<file path="config.mk">
export PLATFORM = sky130hd
export DESIGN_NAME = ptlf_sqrt
export DESIGN_NICKNAME = d
export VERILOG_FILES = /design/src/point_to_landmark_lookat_frame_unit_assert.svh /design/src/ptlf_pkg.sv /design/src/ptlf_sqrt.sv
export SDC_FILE = /design/constraint.sdc
export NUM_CORES = 1
export LEC_CHECK = 0
export BUFFER_PORTS_ARGS = -buffer_cell sky130_fd_sc_hd__buf_2
export CAP_MARGIN = 5
export CORE_MARGIN = 3
export CORE_UTILIZATION = 50
export CTS_BUF_LIST = sky130_fd_sc_hd__clkbuf_8
export CTS_CLUSTER_DIAMETER = 120
export DETAILED_ROUTE_END_ITERATION = 6
export PLACE_DENSITY = 0.74
export SYNTH_ARGS = -nofsm -noshare
export SYNTH_HDL_FRONTEND = slang
export SYNTH_SLANG_ARGS = --single-unit
</file>
<file path="constraint.sdc">
create_clock -name clk -period 2.9 [get_ports clk]
set_input_delay 0.145 -clock clk [delete_from_list [all_inputs] [get_ports clk]]
set_output_delay 0.145 -clock clk [all_outputs]
set_load 0.1 [all_outputs]
</file>
<file path="src/point_to_landmark_lookat_frame_unit_assert.svh">
// Assertion macros for the landmark look-at frame unit.
// Expects clk and rst_n in the scope of use.
`ifndef POINT_TO_LANDMARK_LOOKAT_FRAME_UNIT_ASSERT_SVH
`define POINT_TO_LANDMARK_LOOKAT_FRAME_UNIT_ASSERT_SVH
`ifndef ASSERT_OFF
`define PTLF_ASSERT_NEVER(label, cond, msg) \
    label: assert property (@(posedge clk) disable iff (!rst_n) !(cond)) \
        else $error(msg);
`define PTLF_ASSERT_IMPL(label, ante, cons, msg) \
    label: assert property (@(posedge clk) disable iff (!rst_n) (ante) |-> (cons)) \
        else $error(msg);
`else
`define PTLF_ASSERT_NEVER(label, cond, msg)
`define PTLF_ASSERT_IMPL(label, ante, cons, msg)
`endif
`endif

</file>
<file path="src/ptlf_pkg.sv">
// Shared widths, codes and output rounding for the landmark look-at frame unit.
// No dependencies.
package ptlf_pkg;
    localparam int COORD_BITS     = 32;
    localparam int AXIS_FRAC_BITS = 14;
    localparam int AXIS_BITS      = AXIS_FRAC_BITS + 2;
    localparam int UNIT_FRAC      = 31;
    localparam int MAG_BITS       = COORD_BITS + 1;
    localparam int RAD_BITS       = 68;
    localparam int ROOT_BITS      = RAD_BITS / 2;
    localparam int DIVN_BITS      = 66;
    localparam int DIVD_BITS      = 65;
    localparam int QUO_BITS       = 33;
    localparam int UNIT_SHIFT     = UNIT_FRAC - AXIS_FRAC_BITS;
    localparam int PROD_SHIFT     = 2 * UNIT_FRAC - AXIS_FRAC_BITS;

    localparam logic [1:0] OP_SET_LANDMARK = 2'd0;
    localparam logic [1:0] OP_CLEAR        = 2'd1;
    localparam logic [1:0] OP_NEW_POINT    = 2'd2;

    localparam logic KIND_MEASURE = 1'b0;
    localparam logic KIND_CLEARED = 1'b1;

    function automatic logic [AXIS_BITS-1:0] to_axis(input logic [31:0] q, input logic neg);
        logic [32:0]          r;
        logic [AXIS_BITS-1:0] m;
        r = ({1'b0, q} + (33'd1 << (UNIT_SHIFT - 1))) >> UNIT_SHIFT;
        m = r[AXIS_BITS-1:0];
        return neg ? -m : m;
    endfunction

    function automatic logic [AXIS_BITS-1:0] prod_axis(input logic [63:0] p, input logic neg);
        logic [63:0]          r;
        logic [AXIS_BITS-1:0] m;
        r = (p + (64'd1 << (PROD_SHIFT - 1))) >> PROD_SHIFT;
        m = r[AXIS_BITS-1:0];
        return neg ? -m : m;
    endfunction
endpackage

</file>
<file path="src/ptlf_sqrt.sv">
// Digit-by-digit integer square root, one result bit per cycle.
// Depends on ptlf_pkg.
module ptlf_sqrt
    import ptlf_pkg::*;
(
    input  logic                 clk,
    input  logic                 rst_n,
    input  logic                 start,
    input  logic [RAD_BITS-1:0]  radicand,
    output logic [ROOT_BITS-1:0] root,
    output logic                 done,
    output logic                 busy
);
    logic [RAD_BITS-1:0]  rad_reg;
    logic [36:0]          rem_reg;
    logic [ROOT_BITS-1:0] root_reg;
    logic [5:0]           cnt_reg;
    logic                 busy_reg;
    logic                 done_reg;
    logic [36:0]          shifted;
    logic [36:0]          trial;
    logic                 fits;

    assign shifted = {rem_reg[34:0], rad_reg[RAD_BITS-1 -: 2]};
    assign trial   = {1'b0, root_reg, 2'b01};
    assign fits    = shifted >= trial;

    always_ff @(posedge clk or negedge rst_n)
    begin
        if (!rst_n)
        begin
            busy_reg <= 1'b0;
            done_reg <= 1'b0;
            cnt_reg  <= '0;
        end
        else
        begin
            done_reg <= !start && busy_reg && (cnt_reg == 6'd1);
            if (start)
            begin
                busy_reg <= 1'b1;
                cnt_reg  <= 6'(ROOT_BITS);
            end
            else if (busy_reg)
            begin
                cnt_reg <= cnt_reg - 6'd1;
                if (cnt_reg == 6'd1)
                begin
                    busy_reg <= 1'b0;
                end
            end
        end
    end

    always_ff @(posedge clk)
    begin
        if (start)
        begin
            rad_reg  <= radicand;
            rem_reg  <= '0;
            root_reg <= '0;
        end
        else if (busy_reg)
        begin
            rad_reg  <= rad_reg << 2;
            rem_reg  <= fits ? shifted - trial : shifted;
            root_reg <= {root_reg[ROOT_BITS-2:0], fits};
        end
    end

    assign root = root_reg;
    assign done = done_reg;
    assign busy = busy_reg;
endmodule

</file>
==> impl_metrics.toml <==
[floorplanning]
dieArea_um2 = 17800
rows = 45
die_w_um = 133
num_io_pins = 107
initial_core_util_pct = 52.3
core_um2 = 15500
fp.dieH_um = 133

[worst_setup_path]
cpMaxStageDelayCell = "or4_1"
setup.worst_path.end_class = "flop"
start_kind = "flop"
worstPathMaxFanout = 12
path_class = "flop to flop"
critPathMaxStageDelay_ns = 0.52
crit_required_ns = 3.27
crit_chain = "inv_1 -> ha_1 -> buf_4 -> nand2_1 -> o21ai_2 -> a211oi_2 -> o21a_2 -> a2111oi_4 -> nor2_2 -> buf_6 -> or4_1 -> o311ai_1"
timing.critical_path.from = "root[14]$_SDFFE_PP0P_"
r2r-start = "root[14]$_SDFFE_PP0P_"
worstPathArrival_ns = 3.16

[placement]
dpl_cell_area_um2 = 9170
dp_hpwl_um = 12800
port_buffers = 106
gp_congestion = 0.905

[sta]
fmax_ghz = 0.358
hold_viol = 0
min_period_ns = 2.79
fin_crit_sh_pct = 96.3
slew_viol_final = 0
finalSetupTns_ns = 0
maxSlewHeadroom_pct = 60.0
tightest_slew_ns = 0.600
setup_viol = 0
fin_worst_skew_ns = 0.0200

[clock_tree]
cts_root_buf = "clkbuf_8"
htreeDepth = 4
cts.sinks = 145
cts_buffers = 17
cts_tree = "done"
clockBufferDepth = 2
clkTransAtPathRegs_ns = 0.11
clock_latency_ns = 0.48
post_cts_buffers = 0

[global_routing]
track_usage_pct = 22.5
grt_first_pass_wirelength_um = 32400
grt_start_max_net_pins = 61
antenna_found_initial = 0
globalRouteOverflowTotal = 0
grt_pass1_vias = 6465

[logic_synthesis]
synth_ff_type = "dfxtp_1"
ys_ff_latch = 145
synth_cell_types = 70
ys_warn_count = 0
synth_compound_area_share_pct = 13.4
synthAdderAreaFrac_pct = 5.86
syn_nets = 896
synth_mux_area_share_pct = 15.7
syn-instance-count = 787
synth_area_per_cell_um2 = 10.3
async_reset_ff_share_pct = 5.52
synthSimpleGateAreaFrac_pct = 12.1
synth_top_family_by_area = "multiplexers"
yosysSeqAreaShare_pct = 44.6
syn-cell-area_um2 = 8120
synth-edff-count = 68
yosys.area_share.xor_xnor_pct = 3.67

[routing]
drt.antenna.violating_nets = 0
drcViolationCount = 0
wl_per_cell_um = 16.3
drt_wl_total_um = 19700
drt_first_pass_iters = 5
drt_iter0_markers = 441
via_per_inst = 5.45
num_vias = 6575

[hold_path]
hp-class = "input port to async pin"

[cells_and_area]
nFillCells = 1223
area_growth_pct = 27.0
fin_util_pct = 66.4
fin_nets = 1091
diodes = 0
drive_gt1_share_pct = 30.7
largest_reg_flops = 68
fin_area_um2 = 10300

[pwr]
combinationalPowerShare_pct = 54.2
seqPwrFrac_pct = 28.6
intPower_mw = 5.46
ir_worst_vdd_mv = 0.534
switching_share_pct = 41.5
p_leak_nw = 4.53
powerDensity_nw_per_um2 = 906
power_switching_mw = 3.88
clock_power_share_pct = 17.2

[job]
drv_cap = 0

[run_status]
outcome = "completed"
[cell type report]
type,instances,area [µm²],share of cell area [%]
well taps,211,264,2.56
clock inverters,15,160,1.55
repair buffers,217,1600,15.5
multi-input cells,553,4170,40.5
inverters,48,184,1.78
flip-flops and latches,145,3700,35.9
clock buffers,17,234,2.27
[metal layers]
layer	global-route usage (%)	wire length [µm]
met1	28.8	8650
met3	5.89	886
met4	6.29	318
met5	0	0
met2	38.0	9860
[per-stage QoR]
step / setup slack, ns / std cells / total power, mW / hold WS (ns)
after floorplan: -0.0606 / 787 / 6.31 / -0.151
after CTS: 0.00828 / 1206 / 9.21 / 0.0309
final: 0.109 / 1206 / 9.34 / 0.0494
after detailed placement: 0.00556 / 1105 / 7.51 / 0.00508
after global placement: 0.0910 / 1105 / 7.46 / -0.00299
after global routing: -0.0277 / 1206 / 9.98 / 0.0297
[path summary, 6_finish.rpt]
path / endpoint / slack, ns / cells after the start
hold reg to reg: rem_reg[0]$_SDFFE_PP0P_ / 0.48 / 2
hold / removal: cnt_reg[5]$_DFFE_PN0P_ / 0.05 / 2
max in group asynchronous: busy$_DFF_PN0_ / 2.63 / 2
setup reg to reg: rem_reg[10]$_SDFFE_PP0P_ / 0.11 / 12
min in group clk: cnt_reg[3]$_DFFE_PN0P_ / 0.16 / 2
setup / recovery: rem_reg[10]$_SDFFE_PP0P_ / 0.11 / 12
[cell families (layout without fill, tap and decap cells)]
logic type	after synthesis	after routing
AND/OR/NAND/NOR	202	202
buffers and inverters	89	297
adder cells (fa/ha/maj)	38	38
XOR/XNOR	34	34
multiplexers	119	119
flip-flops	145	145
AO/OA/AOI/OAI	160	160
[timing repair]
| item | CTS | global route |
|---|---|---|
| gates resized for setup | 1 | 16 |
| endpoints found under the setup margin | 1 | 23 |
| endpoints found under the hold margin | 76 | 0 |
| hold buffers | 69 | 0 |
| pin swaps | 0 | 2 |
[cell usage after synthesis, types with 3 or more instances]
cell	count	area, µm²
inv_1	47	176
nand2_1	42	158
a21oi_1	40	200
and2_1	7	43.8
nor2_1	78	293
nor3_1	12	60.1
mux2i_1	53	531
o211ai_1	7	52.6
xnor2_1	18	158
mux2_2	66	743
nand4_1	4	25.0
o21bai_1	6	45.0
nor2b_1	4	25.0
edfxtp_1	68	2040
a211oi_1	23	173
dfxtp_1	69	1380
o21a_1	8	60.1
o31ai_1	4	30.0
nand2b_1	4	25.0
o2111ai_1	3	26.3
o21ai_1	18	90.1
buf_2	3	15.0
a41oi_1	3	26.3
and3_1	6	37.5
nor4_1	3	18.8
o21ai_0	8	40.0
nor3b_1	6	45.0
xor2_1	16	140
a21o_1	11	82.6
ha_1	38	475
nand4b_1	4	35.0
nand3_1	18	90.1
buf_1	10	37.5
dfrtp_1	8	200
clkbuf_1	25	93.8
a31oi_1	7	43.8
[power by group through the flow]
stage	sequential (mW)	clock (mW)	combinational, mW
2_1_floorplan	2.73	0	3.58
3_5_place_dp	2.71	0	4.80
5_1_grt	2.71	1.73	5.55
3_3_place_gp	2.70	0	4.76
4_1_cts	2.67	1.62	4.92
6_report	2.67	1.60	5.07
[cells in the final DEF (no fill, tap or decap), drive strengths merged, types with 5 or more instances in the layout]
master and instances:
dfxtp 69, a21o 11, dlygate4sd3 69, inv 57, ha 38, mux2i 53
nor2 78, o21bai 6, and2 7, mux2 66, xnor2 18, a31oi 7
nand3 19, xor2 16, a211oi 24, a21oi 40, o21a 8, nor3b 6
clkbuf 17, and3 6, nor3 12, nand2 43, buf 148, dfrtp 8
o211ai 7, o21ai 26, nand2b 5, edfxtp 68
[worst max-delay path, delay by kind of cell, from the launching register on]
kind,cells,cell delay [ns]
AOI/OAI and AO/OA,5,1.02
and+or+nand+nor,3,0.67
DFF,1,0.37
buffers and inverters,3,0.35
adders and majority gates,1,0.28
No activity file was read; power rests on OpenSTA's default activity.
