[config.mk]
export PLATFORM = sky130hd
export DESIGN_NAME = ptlf_div
export DESIGN_NICKNAME = d
export VERILOG_FILES = /design/src/point_to_landmark_lookat_frame_unit_assert.svh /design/src/ptlf_pkg.sv /design/src/ptlf_div.sv
export SDC_FILE = /design/constraint.sdc
export NUM_CORES = 1
export LEC_CHECK = 0
export ABC_AREA = 1
export BUFFER_PORTS_ARGS = -buffer_cell sky130_fd_sc_hd__buf_4
export CAP_MARGIN = 40
export CORE_MARGIN = 2
export CORE_UTILIZATION = 40
export CTS_CLUSTER_DIAMETER = 80
export CTS_CLUSTER_SIZE = 8
export DETAILED_ROUTE_END_ITERATION = 10
export PLACE_DENSITY_LB_ADDON = 0.3
export SKIP_LAST_GASP = 1
export SLEW_MARGIN = 0
export SYNTH_ARGS = -nofsm -noshare
export SYNTH_HDL_FRONTEND = slang
export SYNTH_SLANG_ARGS = --single-unit
[constraint.sdc]
create_clock -name clk -period 3.9 [get_ports clk]
set_input_delay 0.78 -clock clk [delete_from_list [all_inputs] [get_ports clk]]
set_output_delay 0.78 -clock clk [all_outputs]
set_load 0.01 [all_outputs]
[src/point_to_landmark_lookat_frame_unit_assert.svh]
// Assertion macros for the landmark look-at frame unit.
// Expects clk and rst_n in the scope of use.
`ifndef POINT_TO_LANDMARK_LOOKAT_FRAME_UNIT_ASSERT_SVH
`define POINT_TO_LANDMARK_LOOKAT_FRAME_UNIT_ASSERT_SVH
`ifndef ASSERT_OFF
`define PTLF_ASSERT_NEVER(label, cond, msg) \
    label: assert property (@(posedge clk) disable iff (!rst_n) !(cond)) \
        else $error(msg);
`define PTLF_ASSERT_IMPL(label, ante, cons, msg) \
    label: assert property (@(posedge clk) disable iff (!rst_n) (ante) |-> (cons)) \
        else $error(msg);
`else
`define PTLF_ASSERT_NEVER(label, cond, msg)
`define PTLF_ASSERT_IMPL(label, ante, cons, msg)
`endif
`endif

[src/ptlf_pkg.sv]
// Shared widths, codes and output rounding for the landmark look-at frame unit.
// No dependencies.
package ptlf_pkg;
    localparam int COORD_BITS     = 32;
    localparam int AXIS_FRAC_BITS = 14;
    localparam int AXIS_BITS      = AXIS_FRAC_BITS + 2;
    localparam int UNIT_FRAC      = 31;
    localparam int MAG_BITS       = COORD_BITS + 1;
    localparam int RAD_BITS       = 68;
    localparam int ROOT_BITS      = RAD_BITS / 2;
    localparam int DIVN_BITS      = 66;
    localparam int DIVD_BITS      = 65;
    localparam int QUO_BITS       = 33;
    localparam int UNIT_SHIFT     = UNIT_FRAC - AXIS_FRAC_BITS;
    localparam int PROD_SHIFT     = 2 * UNIT_FRAC - AXIS_FRAC_BITS;

    localparam logic [1:0] OP_SET_LANDMARK = 2'd0;
    localparam logic [1:0] OP_CLEAR        = 2'd1;
    localparam logic [1:0] OP_NEW_POINT    = 2'd2;

    localparam logic KIND_MEASURE = 1'b0;
    localparam logic KIND_CLEARED = 1'b1;

    function automatic logic [AXIS_BITS-1:0] to_axis(input logic [31:0] q, input logic neg);
        logic [32:0]          r;
        logic [AXIS_BITS-1:0] m;
        r = ({1'b0, q} + (33'd1 << (UNIT_SHIFT - 1))) >> UNIT_SHIFT;
        m = r[AXIS_BITS-1:0];
        return neg ? -m : m;
    endfunction

    function automatic logic [AXIS_BITS-1:0] prod_axis(input logic [63:0] p, input logic neg);
        logic [63:0]          r;
        logic [AXIS_BITS-1:0] m;
        r = (p + (64'd1 << (PROD_SHIFT - 1))) >> PROD_SHIFT;
        m = r[AXIS_BITS-1:0];
        return neg ? -m : m;
    endfunction
endpackage

[src/ptlf_div.sv]
// Restoring divider, one quotient bit per cycle.
// Depends on ptlf_pkg; quotient must fit QUO_BITS bits.
module ptlf_div
    import ptlf_pkg::*;
(
    input  logic                 clk,
    input  logic                 rst_n,
    input  logic                 start,
    input  logic [DIVN_BITS-1:0] num,
    input  logic [DIVD_BITS-1:0] den,
    output logic [QUO_BITS-1:0]  quo,
    output logic                 done,
    output logic                 busy
);
    logic [DIVN_BITS-1:0] rem_reg;
    logic [QUO_BITS-1:0]  low_reg;
    logic [DIVD_BITS-1:0] den_reg;
    logic [QUO_BITS-1:0]  quo_reg;
    logic [5:0]           cnt_reg;
    logic                 busy_reg;
    logic                 done_reg;
    logic [DIVN_BITS-1:0] trial;
    logic                 fits;

    assign trial = {rem_reg[DIVN_BITS-2:0], low_reg[QUO_BITS-1]};
    assign fits  = trial >= {1'b0, den_reg};

    always_ff @(posedge clk or negedge rst_n)
    begin
        if (!rst_n)
        begin
            busy_reg <= 1'b0;
            done_reg <= 1'b0;
            cnt_reg  <= '0;
        end
        else
        begin
            done_reg <= !start && busy_reg && (cnt_reg == 6'd1);
            if (start)
            begin
                busy_reg <= 1'b1;
                cnt_reg  <= 6'(QUO_BITS);
            end
            else if (busy_reg)
            begin
                cnt_reg <= cnt_reg - 6'd1;
                if (cnt_reg == 6'd1)
                begin
                    busy_reg <= 1'b0;
                end
            end
        end
    end

    always_ff @(posedge clk)
    begin
        if (start)
        begin
            rem_reg <= {{(DIVN_BITS-QUO_BITS){1'b0}}, num[DIVN_BITS-1 -: DIVN_BITS-QUO_BITS]};
            low_reg <= num[QUO_BITS-1:0];
            den_reg <= den;
            quo_reg <= '0;
        end
        else if (busy_reg)
        begin
            rem_reg <= fits ? trial - {1'b0, den_reg} : trial;
            low_reg <= low_reg << 1;
            quo_reg <= {quo_reg[QUO_BITS-2:0], fits};
        end
    end

    assign quo  = quo_reg;
    assign done = done_reg;
    assign busy = busy_reg;
endmodule

==> results.md, run 1 <==
- Area occupied by multi-input gates: 7077 sq um
- Hpwl dp: 35910 microns
- Setup TNS: 0 ns
- Synth cell types: 34
- Worst skew pair latency: 0.59 ns
- Final ANT Viol Nets: 0
- Clock-pin slew on the worst setup and hold paths: 0.05 ns
- WL per Instance: 16.32 microns
- Leakage power: between 0.009 and 0.01 uW
- Drt initial violations: 977
- # Post-CTS Setup Buffers: 0
- Post-cts sizing count: 0
- CP Data Required Time: 4.23 ns
- Tcrit/Tclk final: 80.03%
- Worst vdd ir: approximately 380 uV
- CTS tree: done
- Post-synthesis cell area: around 14000 sq um
- Clk buf depth: 3
- Die Wd: between 150 and 200 microns
- Fin. Hold Viols: 0
- PortBufs: ~170
- Synth top area share: 27.28%
- DR vias/cell: 4.863
- Cts bufs inserted: 30
- Site row count: 69
- Critical path class: flop to flop
- Type of origin of the critical path: flop
- Synth top area cells: edfxtp_1 27%, nand2_1 24%, inv_1 11%
- First-pass GRT wire length: 72890 microns
- Via count: between 10000 and 15000
- N_diodes: 0
- Max-cap violations: 0
- Final WL: 46160 microns
- Placer's final routability congestion estimate: 0.9375
- Die area: 37590 sq um
- Cells after Synth: between 2000 and 2500
- Bufs and invs on worst path: 3
- Post-synth ARST share: a little under 4%
- Pre-Repair DR Iteration Count: 5
- Critical path's slowest cell: ha_1
- Final Instance Area: 17060 sq um
- Setup Skew: 0.02017 ns
- CTS H-tree lvls: 1
- CP most frequent cell: nand2_1
- Post-synthesis register bit count: between 200 and 250
- Clk sink count: 204
- Core area: 35570 sq um
- Worst path top cell family by delay: simple AND/OR/NAND/NOR gates
- Area Growth Syn to Fin: 18.31%
- Worst path cell trace: inv_1 > ha_1 > nand2_1 > inv_2 > nand2_1 > nor2_1 > nand2_1 > nor2_1 > nand3_1 > nand2_1 > nor2_4 > nand2_2 > buf_12 > nand2_1 > nand3_1 > nand2_1
- Post-synth EDFFs: 131
- Relative slew slack: 46.94%
- Die Y-Extent: 193.9 microns
- Pwr Density: 563.6 nW/um^2
- Slowest stage delay, CP: 0.46 ns
- Fmax: 320.4 MHz
- Register area: 5435 sq um
- Cell with the most instances after synthesis: nand2_1
- Layout Nets: 2548
- Root buf cell: clkbuf_16
- # setup viols final: 0
- Placed inst area: around 16000 sq um
- Status: finished, final reports clean
- Initial core utilization: between 40% and 50%
- Largest area contributor in the netlist: edfxtp_1
- Seq/Total Area, Yosys: 37.69%
- Remaining DRCs: 0
- GRT Total Usage: 24.41%
- Hold Path Class: primary input to flop
- Crit end category: flop
- DP Worst Slack: 0.7932 ns
- Syn_nets: between 2000 and 2500
- Final Max Slew Viols: 0
- Worst-Margin Slew: 0.7959 ns
- Min Tclk post-route: 3.121 ns
- Hold Buf Count CTS: 1
- Largest net degree at the start of global routing: 80
- CP Max Fanout: 66
- RSZ-0062 raised after global routing: false
- Top FF cell, synth: edfxtp_1
- Hold Worst Slack: 0.3633 ns
- Ys Warns: 0
- Data arrival, critical path: ~3.5 ns
- Grt ovf: 0
- Antenna violations before repair: 0
- Avg Cell Area, Syn: 6.615 sq um
- Final WS setup: slightly below 0.8 ns
- Share of layout cells above drive strength 1: between 10% and 20%
- Vias in the first global route: 13620
- # fillers: 3718
- Ports placed on the boundary: 169
- Synth top cells by count: 913 x nand2_1, 432 x inv_1, 132 x nand3_1
[path summary, 6_finish.rpt]
check	to	from	slack (ns)	depth (start not counted)
min in group asynchronous	done	rst_n	0.55	2
hold reg to reg	quo[32]	quo[32]	0.47	2
hold / removal	den_reg[55]	den[55]	0.36	1
setup / recovery	rem_reg[18]	den_reg[46]	0.78	16
max in group asynchronous	cnt_reg[3]	rst_n	3.21	2
setup reg to reg	rem_reg[18]	den_reg[46]	0.78	16
[where the power goes]
part           internal (uW)  switching, uW  leakage [uW]
registers               2680            174       0.00198
logic                   1490           2850       0.00688
clock network           1430            997      0.000413
total                   5590           4020       0.00927
[metal layers]
layer / global-route usage, % / up-vias / wire length [microns]
li1: - / 7032 / -
met1: 33.18 / 6272 / 21380
met2: 38.32 / 367 / 19840
met3: 5.914 / 82 / 3375
met4: 7.744 / 0 / 1559
met5: 0 / - / 0
[logic make-up (layout without fill, tap and decap cells)]
family,after synthesis,in the layout,synth area share [%]
AO/OA/AOI/OAI,111,111,4.356
adder cells (fa/ha/maj),68,68,5.952
XOR/XNOR,31,31,1.883
buffers and inverters,495,682,13.30
flip-flops,204,204,37.69
AND/OR/NAND/NOR,1271,1271,36.82
[layout make-up]
| class | count | area share [%] |
|---|---|---|
| multi-input cells | 1481 | 41.48 |
| repair buffers | 181 | 8.317 |
| inverters | 448 | 9.864 |
| well taps | 461 | 3.381 |
| clock inverters | 3 | 0.2567 |
| flip-flops and latches | 204 | 31.86 |
| clock buffers | 50 | 4.840 |
[through the flow]
step	total power (uW)	util, %	std cells
after floorplan	5951	-	2180
after global routing	10380	47.96	2828
final	9615	47.96	2828
after detailed placement	7154	45.49	2774
after CTS	9633	47.96	2828
after global placement	7097	45.41	2773
[cells in the final DEF (no fill, tap or decap), drive strengths merged, types with 2 or more instances in the layout]
| master | Yosys | routed |
|---|---|---|
| o21bai | 10 | 10 |
| edfxtp | 131 | 131 |
| xnor2 | 30 | 30 |
| buf | 18 | 180 |
| a21oi | 51 | 51 |
| nand3b | 64 | 64 |
| o21ai | 15 | 15 |
| nand4 | 17 | 17 |
| nand3 | 133 | 133 |
| dfrtp | 8 | 8 |
| inv | 444 | 444 |
| nor4 | 3 | 3 |
| and2 | 2 | 2 |
| nor2 | 114 | 114 |
| clkinv | 4 | 7 |
| nand2 | 918 | 918 |
| ha | 67 | 67 |
| dfxtp | 65 | 65 |
| or2 | 2 | 2 |
| a21o | 3 | 3 |
| nor3 | 15 | 15 |
| and3 | 3 | 3 |
| o22ai | 32 | 32 |
| clkbuf | 29 | 50 |
No activity file was read; power rests on OpenSTA's default activity.
==> inputs of run 2 (changes only) <==
==> constraint.sdc (replaced) <==
create_clock -name clk -period 2.5 [get_ports clk]
set_input_delay 0.5 -clock clk [delete_from_list [all_inputs] [get_ports clk]]
set_output_delay 0.5 -clock clk [all_outputs]
set_load 0.01 [all_outputs]
==> results.md, run 2 (synthesized netlist as in run 1, its figures left out) <==
- Slowest stage delay, CP: 0.46 ns (about the same)
- Vias in the first global route: 14295 (was 13620)
- Initial core utilization: 40.54% (unchanged)
- Clk sink count: 204 (unchanged)
- CP Max Fanout: 7 (was 66)
- Worst path cell trace: ha_4 > nand2_4 > nor2_4 > nand2_1 > nor2_1 > buf_4 > nand3_1 > nand2_2 > nor2_4 > buf_6 > nand2_8 > clkbuf_16 > nand2_2 > nand3_1 > nand2_1 (was inv_1 > ha_1 > nand2_1 > inv_2 > nand2_1 > nor2_1 > nand2_1 > nor2_1 > nand3_1 > nand2_1 > nor2_4 > nand2_2 > buf_12 > nand2_1 > nand3_1 > nand2_1)
- Clk buf depth: 3 (unchanged)
- Site row count: 69 (unchanged)
- Clock-pin slew on the worst setup and hold paths: 0.06 ns (was 0.05 ns)
- Leakage power: 0.01052 uW (was 0.009274 uW)
- DR vias/cell: 4.918 (was 4.863)
- WL per Instance: 17.07 microns (was 16.32 microns)
- Hpwl dp: 37740 microns (was 35910 microns)
- Final WS setup: 0.04933 ns (was 0.7790 ns)
- Max-cap violations: 0 (unchanged)
- Final Max Slew Viols: 0 (unchanged)
- Die Y-Extent: 193.9 microns (unchanged)
- DP Worst Slack: -0.2106 ns (was 0.7932 ns)
- CTS H-tree lvls: 1 (unchanged)
- First-pass GRT wire length: 76200 microns (was 72890 microns)
- # setup viols final: 0 (unchanged)
- Remaining DRCs: 0 (unchanged)
- PortBufs: 168 (unchanged)
- Hold Worst Slack: 0.1135 ns (was 0.3633 ns)
- Worst skew pair latency: 0.56 ns (was 0.59 ns)
- Final ANT Viol Nets: 0 (unchanged)
- Relative slew slack: 49.96% (was 46.94%)
- N_diodes: 0 (unchanged)
- Worst reg-to-reg setup slack: 0.05 ns (was 0.78 ns)
- GRT Total Usage: 25.58% (was 24.41%)
- Final WL: 51770 microns (was 46160 microns)
- Via count: 14916 (was 13753)
- Critical path's slowest cell: edfxtp_1 (was ha_1)
- Layout Nets: 2753 (was 2548)
- Worst-Margin Slew: 0.7506 ns (was 0.7959 ns)
- Antenna violations before repair: 0 (unchanged)
- Worst vdd ir: 670.3 uV (was 380.3 uV)
- Setup Skew: 0.01960 ns (was 0.02017 ns)
- Setup TNS: 0 ns (unchanged)
- Largest net degree at the start of global routing: 67 (was 80)
- Drt initial violations: 955 (was 977)
- Root buf cell: clkbuf_16 (unchanged)
- Pre-Repair DR Iteration Count: 5 (unchanged)
- Commonest cells after routing, fill and taps aside: 787 x nand2_1, 401 x inv_1, 350 x buf_4, 131 x edfxtp_1, 121 x nand3_1 (was 913 x nand2_1, 432 x inv_1, 176 x buf_4, 132 x nand3_1, 131 x edfxtp_1)
- CTS tree: done (unchanged)
- Critical path class: flop to flop (unchanged)
- Min Tclk post-route: 2.451 ns (was 3.121 ns)
- Data arrival, critical path: 2.76 ns (was 3.45 ns)
- Pwr Density: 900.6 nW/um^2 (was 563.6 nW/um^2)
- Die Wd: 193.9 microns (unchanged)
- Fmax: 408.1 MHz (was 320.4 MHz)
- Area Growth Syn to Fin: 41.61% (was 18.31%)
- Cts bufs inserted: 29 (was 30)
- Fin util: 57.41% (was 47.96%)
- Tcrit/Tclk final: 98.03% (was 80.03%)
- Fin. Hold Viols: 0 (unchanged)
- RSZ-0062 raised after global routing: true (was false)
- Core area: 35570 sq um (unchanged)
- Grt ovf: 0 (unchanged)
- Share of layout cells above drive strength 1: 28.73% (was 10.35%)
- Type of origin of the critical path: flop (unchanged)
- CP Data Required Time: 2.81 ns (was 4.23 ns)
- Placer's final routability congestion estimate: 0.9900 (was 0.9375)
- Ports placed on the boundary: 169 (unchanged)
- Crit end category: flop (unchanged)
- Hold Path Class: primary input to flop (unchanged)
- Most common cell after layout, fill and taps aside: nand2_1 (unchanged)
- Die area: 37590 sq um (unchanged)
- Status: finished, final reports clean (unchanged)
[run 2: cell count changes in the layout (fill, tap and decap cells not counted), moves of 31 or more]
cell	delta
ha_1	-54
inv_2	+31
nand2_2	+100
nor2_1	-46
ha_4	+52
buf_4	+174
inv_1	-31
nand2_1	-126
[run 2: repair_timing]
action | in CTS | in global routing
gates cloned | 3 | 11
buffers inserted | 6 | 27
resized for setup | 45 | 330
hold buffers | 1 | 0
pin swaps | 5 | 81
endpoints found under the setup margin | 65 | 66
hold endpoints to repair | 8 | 0
[run 2: through the flow]
| stage | cell area, sq um | power, uW | instances |
|---|---|---|---|
| 5_1_grt | 20420 | 19530 | 3033 |
| 4_1_cts | 18500 | 16450 | 2997 |
| 6_report | 20420 | 18390 | 3033 |
| 2_1_floorplan | 14420 | 9282 | 2180 |
| 3_3_place_gp | 17380 | 12200 | 2935 |
| 3_5_place_dp | 17380 | 12300 | 2935 |
[run 2: layer usage]
metal,wire (microns),track usage (%)
met4,2173,8.698
met2,22480,40.01
met1,22700,35.66
met3,4421,4.644
met5,0,0
[run 2: layout make-up]
cell class                 instances  area, sq um
clock buffer                      52        822.0
timing repair buffer             387         3291
inverter                         448         1683
sequential                       204         5435
tap                              461        576.8
fill                            3405        15150
multi-input combinational       1481         8613
[run 2: worst paths after layout]
path / start / endpoint / cells past startpoint
max in group asynchronous: rst_n / cnt_reg[3] / 2
max: rem_reg[23] / rem_reg[28] / 15
max reg2reg: rem_reg[23] / rem_reg[28] / 15
min reg2reg: rem_reg[61] / rem_reg[61] / 2
min: den[22] / den_reg[22] / 1
min in group asynchronous: rst_n / cnt_reg[2] / 2
[run 2: worst max-delay path: cells and delay by family (launching register included)]
kind          cells  cell delay [ns]
simple gates     11             0.95
fa+ha+maj         1             0.33
buf+inv           3             0.45
flops             1             0.46
[run 2: where the power goes]
group	total (uW)	leakage, uW	switching, uW	internal [uW]
clock network	3640	0.000391	1470	2170
registers	4590	0.00198	403	4180
logic	10200	0.00815	5700	4470
